[config.mk]
export PLATFORM = sky130hd
export DESIGN_NAME = steering_zero_offset_calibrator
export DESIGN_NICKNAME = d
export VERILOG_FILES = /design/src/rtl/szoc_pkg.sv /design/src/rtl/steering_zero_offset_calibrator.sv
export VERILOG_INCLUDE_DIRS = /design/src /design/src/rtl
export SDC_FILE = /design/constraint.sdc
export NUM_CORES = 2
export LEC_CHECK = 0
export ABC_CLOCK_PERIOD_IN_PS = 35400
export BUFFER_PORTS_ARGS = -buffer_cell sky130_fd_sc_hd__buf_2
export CAP_MARGIN = 30
export CORE_UTILIZATION = 56
export CTS_CLUSTER_SIZE = 20
export DETAILED_ROUTE_END_ITERATION = 10
export PLACE_DENSITY_LB_ADDON = 0.1
export SYNTH_ARGS = -nofsm -noshare
export SYNTH_HDL_FRONTEND = slang
export SYNTH_SLANG_ARGS = --single-unit
[constraint.sdc]
create_clock -name clk -period 35.4 [get_ports clk]
set_input_delay 5.31 -clock clk [delete_from_list [all_inputs] [get_ports clk]]
set_output_delay 5.31 -clock clk [all_outputs]
set_load 0.005 [all_outputs]
[src/rtl/steering_zero_offset_calibrator_defines.svh]
// Assertion macros for the steering zero-offset calibrator.
`ifndef STEERING_ZERO_OFFSET_CALIBRATOR_DEFINES_SVH
`define STEERING_ZERO_OFFSET_CALIBRATOR_DEFINES_SVH
`ifndef SYNTH
`define SZOC_ASSERT_IMPL(name, ante, cons, msg) \
  name: assert property (@(posedge clk) disable iff (rst) (ante) |-> (cons)) else $error(msg);
`define SZOC_ASSERT_NEXT(name, ante, cons, msg) \
  name: assert property (@(posedge clk) disable iff (rst) (ante) |=> (cons)) else $error(msg);
`else
`define SZOC_ASSERT_IMPL(name, ante, cons, msg)
`define SZOC_ASSERT_NEXT(name, ante, cons, msg)
`endif
`endif

[src/rtl/szoc_pkg.sv]
// Package with widths, constants and register codes of the steering zero-offset calibrator.
`timescale 1ns / 1ps
`default_nettype none

package szoc_pkg;

  localparam int WINDOW_DEFAULT = 100;

  localparam int SPEED_W  = 16;
  localparam int HRAD_W   = 20;
  localparam int STEER_W  = 19;
  localparam int OFFSET_W = 21;
  localparam int HDEG_W   = 20;

  localparam int MIN_SPEED_W = 15;
  localparam int HSPREAD_W   = 16;
  localparam int SSPREAD_W   = 16;
  localparam int OLIMIT_W    = 20;

  localparam int DATA_W = 32;
  localparam int ADDR_W = 4;

  localparam logic [MIN_SPEED_W-1:0] MIN_SPEED_RST = 15'd2560;
  localparam logic [HSPREAD_W-1:0]   HSPREAD_RST   = 16'd205;
  localparam logic [SSPREAD_W-1:0]   SSPREAD_RST   = 16'd256;
  localparam logic [OLIMIT_W-1:0]    OLIMIT_RST    = 20'd393216;

  localparam int HPROD_W = 37;
  localparam logic signed [17:0]        HDEG_MUL = 18'sd58671;
  localparam logic signed [HPROD_W-1:0] HDEG_RND = 37'sd32768;
  localparam int HDEG_SHIFT = 16;

  localparam int QUOT_W = 18;
  localparam int FRAC_W = 9;
  localparam int MEAN_W = QUOT_W + 1 + FRAC_W;

  localparam int P999_W = 31;
  localparam int NUM_W  = 33;
  localparam int BU_W   = 31;
  localparam int BQ_W   = 22;
  localparam int BPROD_W = BU_W + 32;
  localparam int BLEND_SHIFT = 41;
  localparam logic signed [10:0]      BLEND_OLD   = 11'sd999;
  localparam logic signed [NUM_W-1:0] BLEND_BIAS  = 33'sd1048576500;
  localparam logic [31:0]             BLEND_RECIP = 32'd2199023255;
  localparam logic [9:0]              BLEND_DEN   = 10'd1000;
  localparam logic [BQ_W-1:0]         BLEND_OFS   = 22'd1048576;

  localparam int STAGES = 13;

  typedef enum logic [1:0] {
    REG_MIN_SPEED,
    REG_HEADING_SPREAD,
    REG_STEER_SPREAD,
    REG_OFFSET_LIMIT
  } reg_idx_t;

endpackage

`default_nettype wire

[src/rtl/steering_zero_offset_calibrator.sv]
// Top level of the steering zero-offset calibrator.
// The block takes one sample item per clock cycle unless the result side stalls, and
// delivers one result item per sample. The block is a 13-stage pipeline: heading
// scaling, window statistics, and two divisions by constants (window mean and blend)
// done as a reciprocal multiply, a back-multiply and a remainder correction, each
// multiply followed by a register. Windows are WINDOW samples long and start at
// reset. Configuration sits on a small APB port at byte addresses 0, 4, 8 and 12.
`timescale 1ns / 1ps
`default_nettype none
`include "steering_zero_offset_calibrator_defines.svh"

module steering_zero_offset_calibrator #(
  parameter int WINDOW = szoc_pkg::WINDOW_DEFAULT
) (
  input  logic                                 clk,
  input  logic                                 rst,
  input  logic                                 psel,
  input  logic                                 penable,
  input  logic                                 pwrite,
  input  logic [szoc_pkg::ADDR_W-1:0]          paddr,
  input  logic [szoc_pkg::DATA_W-1:0]          pwdata,
  output logic [szoc_pkg::DATA_W-1:0]          prdata,
  output logic                                 pready,
  input  logic                                 sample_valid,
  output logic                                 sample_ready,
  input  logic signed [szoc_pkg::SPEED_W-1:0]  vehicle_speed,
  input  logic signed [szoc_pkg::HRAD_W-1:0]   heading_rad,
  input  logic signed [szoc_pkg::STEER_W-1:0]  steer_angle,
  input  logic signed [szoc_pkg::OFFSET_W-1:0] prior_offset,
  output logic                                 result_valid,
  input  logic                                 result_ready,
  output logic                                 offset_valid,
  output logic signed [szoc_pkg::OFFSET_W-1:0] new_offset
);
  import szoc_pkg::*;

  localparam int DIV_WIN = 2 * WINDOW;
  localparam int DW = $clog2(DIV_WIN);
  localparam int UW = DW + STEER_W - 1;
  localparam int CW = $clog2(WINDOW);
  localparam logic [DW:0]       DIV_WIN_V = (DW + 1)'(DIV_WIN);
  localparam logic [31:0]       RECIP_WIN = 32'((64'd1 << 32) / DIV_WIN);
  localparam logic [UW-1:0]     BIAS_WIN  = UW'(DIV_WIN * (2 ** (STEER_W - 2)));
  localparam logic [QUOT_W:0]   QUOT_OFS  = (QUOT_W + 1)'(2 ** (STEER_W - 2));
  localparam logic [CW-1:0]     LAST_CNT  = CW'(WINDOW - 1);

  // Configuration registers.
  logic [MIN_SPEED_W-1:0] min_speed;
  logic [HSPREAD_W-1:0]   heading_spread_limit;
  logic [SSPREAD_W-1:0]   steer_spread_limit;
  logic [OLIMIT_W-1:0]    offset_limit;
  logic                   cfg_wr;
  reg_idx_t               cfg_idx;

  assign pready  = 1'b1;
  assign cfg_wr  = psel && penable && pwrite && pready;
  assign cfg_idx = reg_idx_t'(paddr[ADDR_W-1:2]);

  always_ff @(posedge clk) begin
    if (rst) begin
      min_speed            <= MIN_SPEED_RST;
      heading_spread_limit <= HSPREAD_RST;
      steer_spread_limit   <= SSPREAD_RST;
      offset_limit         <= OLIMIT_RST;
    end else if (cfg_wr) begin
      unique case (cfg_idx)
        REG_MIN_SPEED:      min_speed            <= pwdata[MIN_SPEED_W-1:0];
        REG_HEADING_SPREAD: heading_spread_limit <= pwdata[HSPREAD_W-1:0];
        REG_STEER_SPREAD:   steer_spread_limit   <= pwdata[SSPREAD_W-1:0];
        REG_OFFSET_LIMIT:   offset_limit         <= pwdata[OLIMIT_W-1:0];
      endcase
    end
  end

  always_comb begin
    unique case (cfg_idx)
      REG_MIN_SPEED:      prdata = DATA_W'(min_speed);
      REG_HEADING_SPREAD: prdata = DATA_W'(heading_spread_limit);
      REG_STEER_SPREAD:   prdata = DATA_W'(steer_spread_limit);
      REG_OFFSET_LIMIT:   prdata = DATA_W'(offset_limit);
    endcase
  end

  // Pipeline control: every stage moves together when the output register can move.
  logic [STAGES-1:0] stage_vld;
  logic              adv;

  assign adv          = !stage_vld[STAGES-1] || result_ready;
  assign sample_ready = adv;
  assign result_valid = stage_vld[STAGES-1];

  always_ff @(posedge clk) begin
    if (rst) begin
      stage_vld <= '0;
    end else if (adv) begin
      stage_vld <= {stage_vld[STAGES-2:0], sample_valid};
    end
  end

  // Stage registers.
  logic signed [SPEED_W-1:0]  s1_speed, s2_speed, s3_speed, s4_speed;
  logic signed [HRAD_W-1:0]   s1_hrad;
  logic signed [STEER_W-1:0]  s1_steer, s2_steer, s3_steer;
  logic signed [OFFSET_W-1:0] s1_prior, s2_prior, s3_prior, s4_prior, s5_prior, s6_prior;
  logic signed [OFFSET_W-1:0] s7_prior, s8_prior, s9_prior, s10_prior, s11_prior, s12_prior;
  logic signed [HPROD_W-1:0]  s2_hprod;
  logic signed [HDEG_W-1:0]   s3_hdeg;
  logic                       s4_end;
  logic signed [UW-1:0]       s4_sum;
  logic signed [HDEG_W-1:0]   s4_hmax, s4_hmin;
  logic signed [STEER_W-1:0]  s4_smax, s4_smin;
  logic                       s5_cand, s6_cand, s7_cand, s8_cand, s9_cand;
  logic [UW-1:0]              s5_u, s6_u, s7_u;
  logic [UW+31:0]             s6_prod;
  logic [QUOT_W-1:0]          s7_qest, s8_q;
  logic [UW-1:0]              s7_qd;
  logic [DW-1:0]              s8_r;
  logic signed [MEAN_W-1:0]   s9_mean;
  logic signed [P999_W-1:0]   s9_p999;
  logic                       s10_ok, s11_ok, s12_ok;
  logic [BU_W-1:0]            s10_u2, s11_u2, s12_u2;
  logic [BPROD_W-1:0]         s11_prod;
  logic [BQ_W-1:0]            s12_q2e;
  logic [31:0]                s12_qk;

  // Window state.
  logic [CW-1:0]              count, count_next;
  logic signed [UW-1:0]       sum, sum_next, sum_base, steer_ext;
  logic signed [HDEG_W-1:0]   hmax, hmin, hmax_next, hmin_next;
  logic signed [STEER_W-1:0]  smax, smin, smax_next, smin_next;
  logic                       win_start, win_end;

  assign win_start = (count == '0);
  assign win_end   = (count == LAST_CNT);
  assign hmax_next = (win_start || (s3_hdeg > hmax)) ? s3_hdeg : hmax;
  assign hmin_next = (win_start || (s3_hdeg < hmin)) ? s3_hdeg : hmin;
  assign smax_next = (win_start || (s3_steer > smax)) ? s3_steer : smax;
  assign smin_next = (win_start || (s3_steer < smin)) ? s3_steer : smin;
  assign steer_ext = {{(UW - STEER_W){s3_steer[STEER_W-1]}}, s3_steer};
  assign sum_base  = win_start ? {UW{1'b0}} : sum;
  assign sum_next  = sum_base + steer_ext;
  assign count_next = win_end ? {CW{1'b0}} : count + CW'(1);

  always_ff @(posedge clk) begin
    if (rst) begin
      count <= '0;
      sum   <= '0;
      hmax  <= '0;
      hmin  <= '0;
      smax  <= '0;
      smin  <= '0;
    end else if (adv && stage_vld[2]) begin
      count <= count_next;
      sum   <= sum_next;
      hmax  <= hmax_next;
      hmin  <= hmin_next;
      smax  <= smax_next;
      smin  <= smin_next;
    end
  end

  // Combinational logic between stages.
  logic signed [HPROD_W-1:0]  hprod_c, hsum_c;
  logic                       speed_ok, h_ok, s_ok;
  logic [HDEG_W:0]            hspread;
  logic [STEER_W:0]           sspread;
  logic [UW+31:0]             prod1_c;
  logic [QUOT_W-1:0]          qest_c;
  logic [UW-1:0]              qd_c, rem_full;
  logic [DW:0]                rem_c, rem_adj;
  logic                       rem_fix;
  logic [FRAC_W-1:0]          frac_rom [DIV_WIN];
  logic [FRAC_W-1:0]          frac_c;
  logic [QUOT_W:0]            quot_ofs;
  logic signed [MEAN_W-1:0]   mean_c, lim_pos, lim_neg;
  logic signed [P999_W-1:0]   p999_c;
  logic                       in_lim;
  logic signed [NUM_W-1:0]    num_c;
  logic [BPROD_W-1:0]         prod2_c;
  logic [BQ_W-1:0]            q2e_c, q2_c, blend_c;
  logic [31:0]                qk_c, rem2_full;
  logic                       rem2_fix;

  assign hprod_c = s1_hrad * HDEG_MUL;
  assign hsum_c  = s2_hprod + HDEG_RND;

  assign speed_ok = s4_speed > $signed({1'b0, min_speed});
  assign hspread  = {s4_hmax[HDEG_W-1], s4_hmax} - {s4_hmin[HDEG_W-1], s4_hmin};
  assign sspread  = {s4_smax[STEER_W-1], s4_smax} - {s4_smin[STEER_W-1], s4_smin};
  assign h_ok     = hspread < (HDEG_W + 1)'(heading_spread_limit);
  assign s_ok     = sspread < (STEER_W + 1)'(steer_spread_limit);

  assign prod1_c  = s5_u * RECIP_WIN;
  assign qest_c   = s6_prod[32 +: QUOT_W];
  assign qd_c     = qest_c * DIV_WIN_V;
  assign rem_full = s7_u - s7_qd;
  assign rem_c    = rem_full[DW:0];
  assign rem_fix  = rem_c >= DIV_WIN_V;
  assign rem_adj  = rem_c - DIV_WIN_V;

  for (genvar i = 0; i < DIV_WIN; i++) begin : g_frac
    localparam int FracVal = (i * 512 + WINDOW) / DIV_WIN;
    assign frac_rom[i] = FRAC_W'(FracVal);
  end

  assign frac_c   = frac_rom[s8_r];
  assign quot_ofs = {1'b0, s8_q} - QUOT_OFS;
  assign mean_c   = $signed({quot_ofs, frac_c});
  assign p999_c   = s8_prior * BLEND_OLD;

  assign lim_pos = $signed(MEAN_W'(offset_limit));
  assign lim_neg = -lim_pos;
  assign in_lim  = (s9_mean <= lim_pos) && (s9_mean >= lim_neg);
  assign num_c   = s9_mean + s9_p999 + BLEND_BIAS;

  assign prod2_c   = s10_u2 * BLEND_RECIP;
  assign q2e_c     = s11_prod[BLEND_SHIFT +: BQ_W];
  assign qk_c      = q2e_c * BLEND_DEN;
  assign rem2_full = {1'b0, s12_u2} - s12_qk;
  assign rem2_fix  = rem2_full >= 32'(BLEND_DEN);
  assign q2_c      = s12_q2e + BQ_W'(rem2_fix);
  assign blend_c   = q2_c - BLEND_OFS;

  always_ff @(posedge clk) begin
    if (adv) begin
      s1_speed  <= vehicle_speed;
      s1_hrad   <= heading_rad;
      s1_steer  <= steer_angle;
      s1_prior  <= prior_offset;

      s2_hprod  <= hprod_c;
      s2_speed  <= s1_speed;
      s2_steer  <= s1_steer;
      s2_prior  <= s1_prior;

      s3_hdeg   <= hsum_c[HDEG_SHIFT +: HDEG_W];
      s3_speed  <= s2_speed;
      s3_steer  <= s2_steer;
      s3_prior  <= s2_prior;

      s4_end    <= win_end;
      s4_sum    <= sum_next;
      s4_hmax   <= hmax_next;
      s4_hmin   <= hmin_next;
      s4_smax   <= smax_next;
      s4_smin   <= smin_next;
      s4_speed  <= s3_speed;
      s4_prior  <= s3_prior;

      s5_cand   <= s4_end && speed_ok && h_ok && s_ok;
      s5_u      <= UW'($unsigned(s4_sum)) + BIAS_WIN;
      s5_prior  <= s4_prior;

      s6_prod   <= prod1_c;
      s6_u      <= s5_u;
      s6_cand   <= s5_cand;
      s6_prior  <= s5_prior;

      s7_qest   <= qest_c;
      s7_qd     <= qd_c;
      s7_u      <= s6_u;
      s7_cand   <= s6_cand;
      s7_prior  <= s6_prior;

      s8_q      <= rem_fix ? s7_qest + QUOT_W'(1) : s7_qest;
      s8_r      <= rem_fix ? rem_adj[DW-1:0] : rem_c[DW-1:0];
      s8_cand   <= s7_cand;
      s8_prior  <= s7_prior;

      s9_mean   <= mean_c;
      s9_p999   <= p999_c;
      s9_cand   <= s8_cand;
      s9_prior  <= s8_prior;

      s10_ok    <= s9_cand && in_lim;
      s10_u2    <= num_c[BU_W-1:0];
      s10_prior <= s9_prior;

      s11_prod  <= prod2_c;
      s11_u2    <= s10_u2;
      s11_ok    <= s10_ok;
      s11_prior <= s10_prior;

      s12_q2e   <= q2e_c;
      s12_qk    <= qk_c;
      s12_u2    <= s11_u2;
      s12_ok    <= s11_ok;
      s12_prior <= s11_prior;

      offset_valid <= s12_ok;
      new_offset   <= s12_ok ? $signed(blend_c[OFFSET_W-1:0]) : s12_prior;
    end
  end

  `SZOC_ASSERT_IMPL(a_minmax_order, count != '0, (hmin <= hmax) && (smin <= smax), "window min above max")
  `SZOC_ASSERT_NEXT(a_window_load, adv && stage_vld[2] && win_start, (hmax == hmin) && (smax == smin), "window start did not load statistics")
  `SZOC_ASSERT_IMPL(a_mean_rem, stage_vld[7], s8_r < DIV_WIN_V, "window remainder out of range")
  `SZOC_ASSERT_IMPL(a_blend_rem, stage_vld[11], rem2_full < 32'(2 * BLEND_DEN), "blend remainder out of range")

endmodule

`default_nettype wire

==> results.cfg <==
[outcome]
outcome = finished, final reports clean

[layout]
finalNetCount = 10700
n_fill_cell = 13300
drive_gt1_share_pct = 5.68
layout_commonest_cell = inv_1
seq_area_sq_mm = 0.0306
multi_input_area_sq_mm = 0.0533
layout_common_cells = inv_1, ha_1, fa_1
syn_to_final_growth_pct = 8.15

[synth]
ys_ff_latch = 1083
synthCells = 8208
syn_avg_cell_area_sq_um = 11.1
synth_seq_area_share_pct = 33.7
synth_flop_cell = edfxtp_1
synth-async-reset-ratio_pct = 0
synth.cell_area_sq_mm = 0.0908
synth_edf_count = 892
synth_cell_types = 94
ys_warn_count = 0

[worst_setup_path]
path_cells = buf_2 -> mux4_2 -> buf_2
rrSetupSlack_ns = 26.77
crit_top_cell = buf_2
cp-startpoint = paddr[2]
crit_family = buffers and inverters
slowest_delay_ns = 0.72
cp_max_fo = 27
cp_num_buf_inv = 2
crit_cells = 3
critPathKind = in -> out
setup.worst_path.start_class = primary input
r2r_start = s10_u2[16]
cp.arrival_ns = 6.83
endpoint = prdata[1]
required_ns = 30.09
rr_endpoint = s11_prod[49]
end_kind = output port
r2r_cells = 22
crit_path_top_delay_cell = mux4_2

[global_route]
grt_pass1_wl_mm = 323
grt_pass1_vias = 59700
antenna_found_initial = 8
grt_max_degree = 174
grt_remaining_overflow = 0
grt_usage_pct = 25.4

[routing]
antenna_left = 0
drt-vias-per-instance = 5.48
top_layer_used = met5
wirelength_mm = 203
drc = 0
wl_met3_mm = 10.3
wl_met2_mm = 98.3
firstDrtPassIters = 6
wl_met1_mm = 89.7
drt_first_iter_violations = 3547
routedWlPerCell_um = 19.1
vias = 58200

[floorplan]
core_sq_mm = 0.161
io_pins = 176
design.die.area_sq_mm = 0.164
fp.dieH_um = 405
die_x_um = 405
start_util_pct = 56.5
rows = 147

[sta]
max_slew_margin_pct = 28.1
tightest_slew_ns = 1.08
post-route-period-util_pct = 34.3
finalCriticalPeriod_ns = 12.14
clock_skew_ns = 0.0556
fin_ws_ns = 23.26
slew_viol_final = 0
setup_violations = 0
rsz0062_at_grt = false
setup_tns_ns = 0
final_hold_viol_count = 0
fmax_mhz = 82.4

[placement]
gp_congestion = 0.936
place_ws_ns = 23.23
port_buffers = 148
hpwl_mm = 160

[worst_hold_path]
hold_class = reg -> reg

[clocking]
cts_tree = yes
cts.sinks = 1083
cts-root-buf = clkbuf_16
holdBufCountCts = 0
cts_buffer_depth = 3
cts_max_level = 3
clk_latency_ns = 0.76
numCtsBuffers = 114
post_cts_buffers = 0
post_cts_resized = 0
cts.clk_slew.worst_paths_ns = 0.07

[job]
maxCapViolations = 0
-- worst register-to-register path, delay by kind of cell, from the launching register on --
| family | cells | cell delay [ns] |
|---|---|---|
| AND/OR/NAND/NOR | 3 | 0.94 |
| AO/OA/AOI/OAI | 5 | 1.68 |
| flip-flops | 1 | 0.95 |
| adder cells (fa/ha/maj) | 9 | 4.27 |
| multiplexers | 1 | 0.22 |
| buffers and inverters | 4 | 0.33 |
-- registers in the layout, summed over array words and instances (netlist names), 22 cells and up --
name / cells
s10_u2: 31
s9_p999: 30
s4_sum: 26
sum: 26
s9_mean: 27
s11_prod: 22
s5_u: 26
s12_qk: 27
s11_u2: 28
s12_u2: 28
-- kinds of logic (layout without fill, tap and decap cells) --
group | after synthesis | after routing | share of synthesized area (%)
flip-flops | 1083 | 1083 | 33.7
AND/OR/NAND/NOR | 1361 | 1361 | 6.98
multiplexers | 115 | 115 | 1.55
adder cells (fa/ha/maj) | 2216 | 2216 | 38.0
buffers and inverters | 1836 | 2075 | 7.66
other | 2 | 16 | 0.00827
AO/OA/AOI/OAI | 1275 | 1275 | 9.01
XOR/XNOR | 320 | 320 | 3.09
-- layer usage --
| layer | track usage [%] | vias to the layer above |
|---|---|---|
| li1 | - | 27900 |
| met1 | 34.2 | 28800 |
| met2 | 42.7 | 1139 |
| met3 | 4.02 | 257 |
| met4 | 6.59 | 4 |
| met5 | 0 | - |
-- how the worst min path moves through the flow --
stage	from	to	slack (ns)	cells after the start
6_report	s8_q[12]	s9_mean[21]	0.38	0
5_1_grt	s8_q[12]	s9_mean[21]	0.39	0
4_1_cts	s8_q[12]	s9_mean[21]	0.37	0
3_5_place_dp	s9_prior[15]	s10_prior[15]	0.40	0
3_3_place_gp	s2_steer[10]	s3_steer[10]	0.40	0
2_1_floorplan	s9_prior[10]	s10_prior[10]	0.40	0
-- cell type report --
cell class | count | share of cell area [%]
diodes | 3 | 0.00765
clock buffers | 130 | 3.03
clock inverters | 80 | 1.08
inverters | 1664 | 6.37
multi-input cells | 5300 | 54.3
flip-flops and latches | 1083 | 31.2
well taps | 2160 | 2.75
repair buffers | 201 | 1.26
-- through the flow --
stage	hold WS [ns]	instance area (sq um)	utilization [%]	instances
after floorplan	0.400	90800	-	8219
after global placement	0.400	94000	58.5	10400
after detailed placement	0.405	94100	58.5	10400
after CTS	0.370	98100	61.0	10600
after global routing	0.392	98200	61.1	10600
final	0.381	98200	61.1	10600
-- cell usage after synthesis (29+ instances only) --
cell type | count | area share, %
edfxtp_1 | 892 | 30
a211o_1 | 29 | 0.28
o21a_1 | 59 | 0.49
o21ai_0 | 208 | 1.1
nand4_1 | 68 | 0.47
inv_1 | 1660 | 6.9
clkbuf_1 | 142 | 0.59
nor2b_1 | 50 | 0.34
a21o_1 | 163 | 1.3
and2_1 | 44 | 0.30
ha_1 | 1316 | 18
xnor2_1 | 218 | 2.1
nor2_1 | 307 | 1.3
nor3_1 | 66 | 0.36
dfxtp_1 | 191 | 4.2
a211oi_1 | 50 | 0.41
nand2b_1 | 39 | 0.27
o211ai_1 | 45 | 0.37
nand2_1 | 489 | 2.0
mux2i_1 | 71 | 0.78
o31ai_1 | 32 | 0.26
nand3_1 | 147 | 0.81
and3_1 | 48 | 0.33
fa_1 | 899 | 20
a21oi_1 | 450 | 2.5
xor2_1 | 102 | 0.98
Power is left out: the tool's default activity adds up to more than one toggle a clock period on the data nets, which glitch-free logic cannot reach.
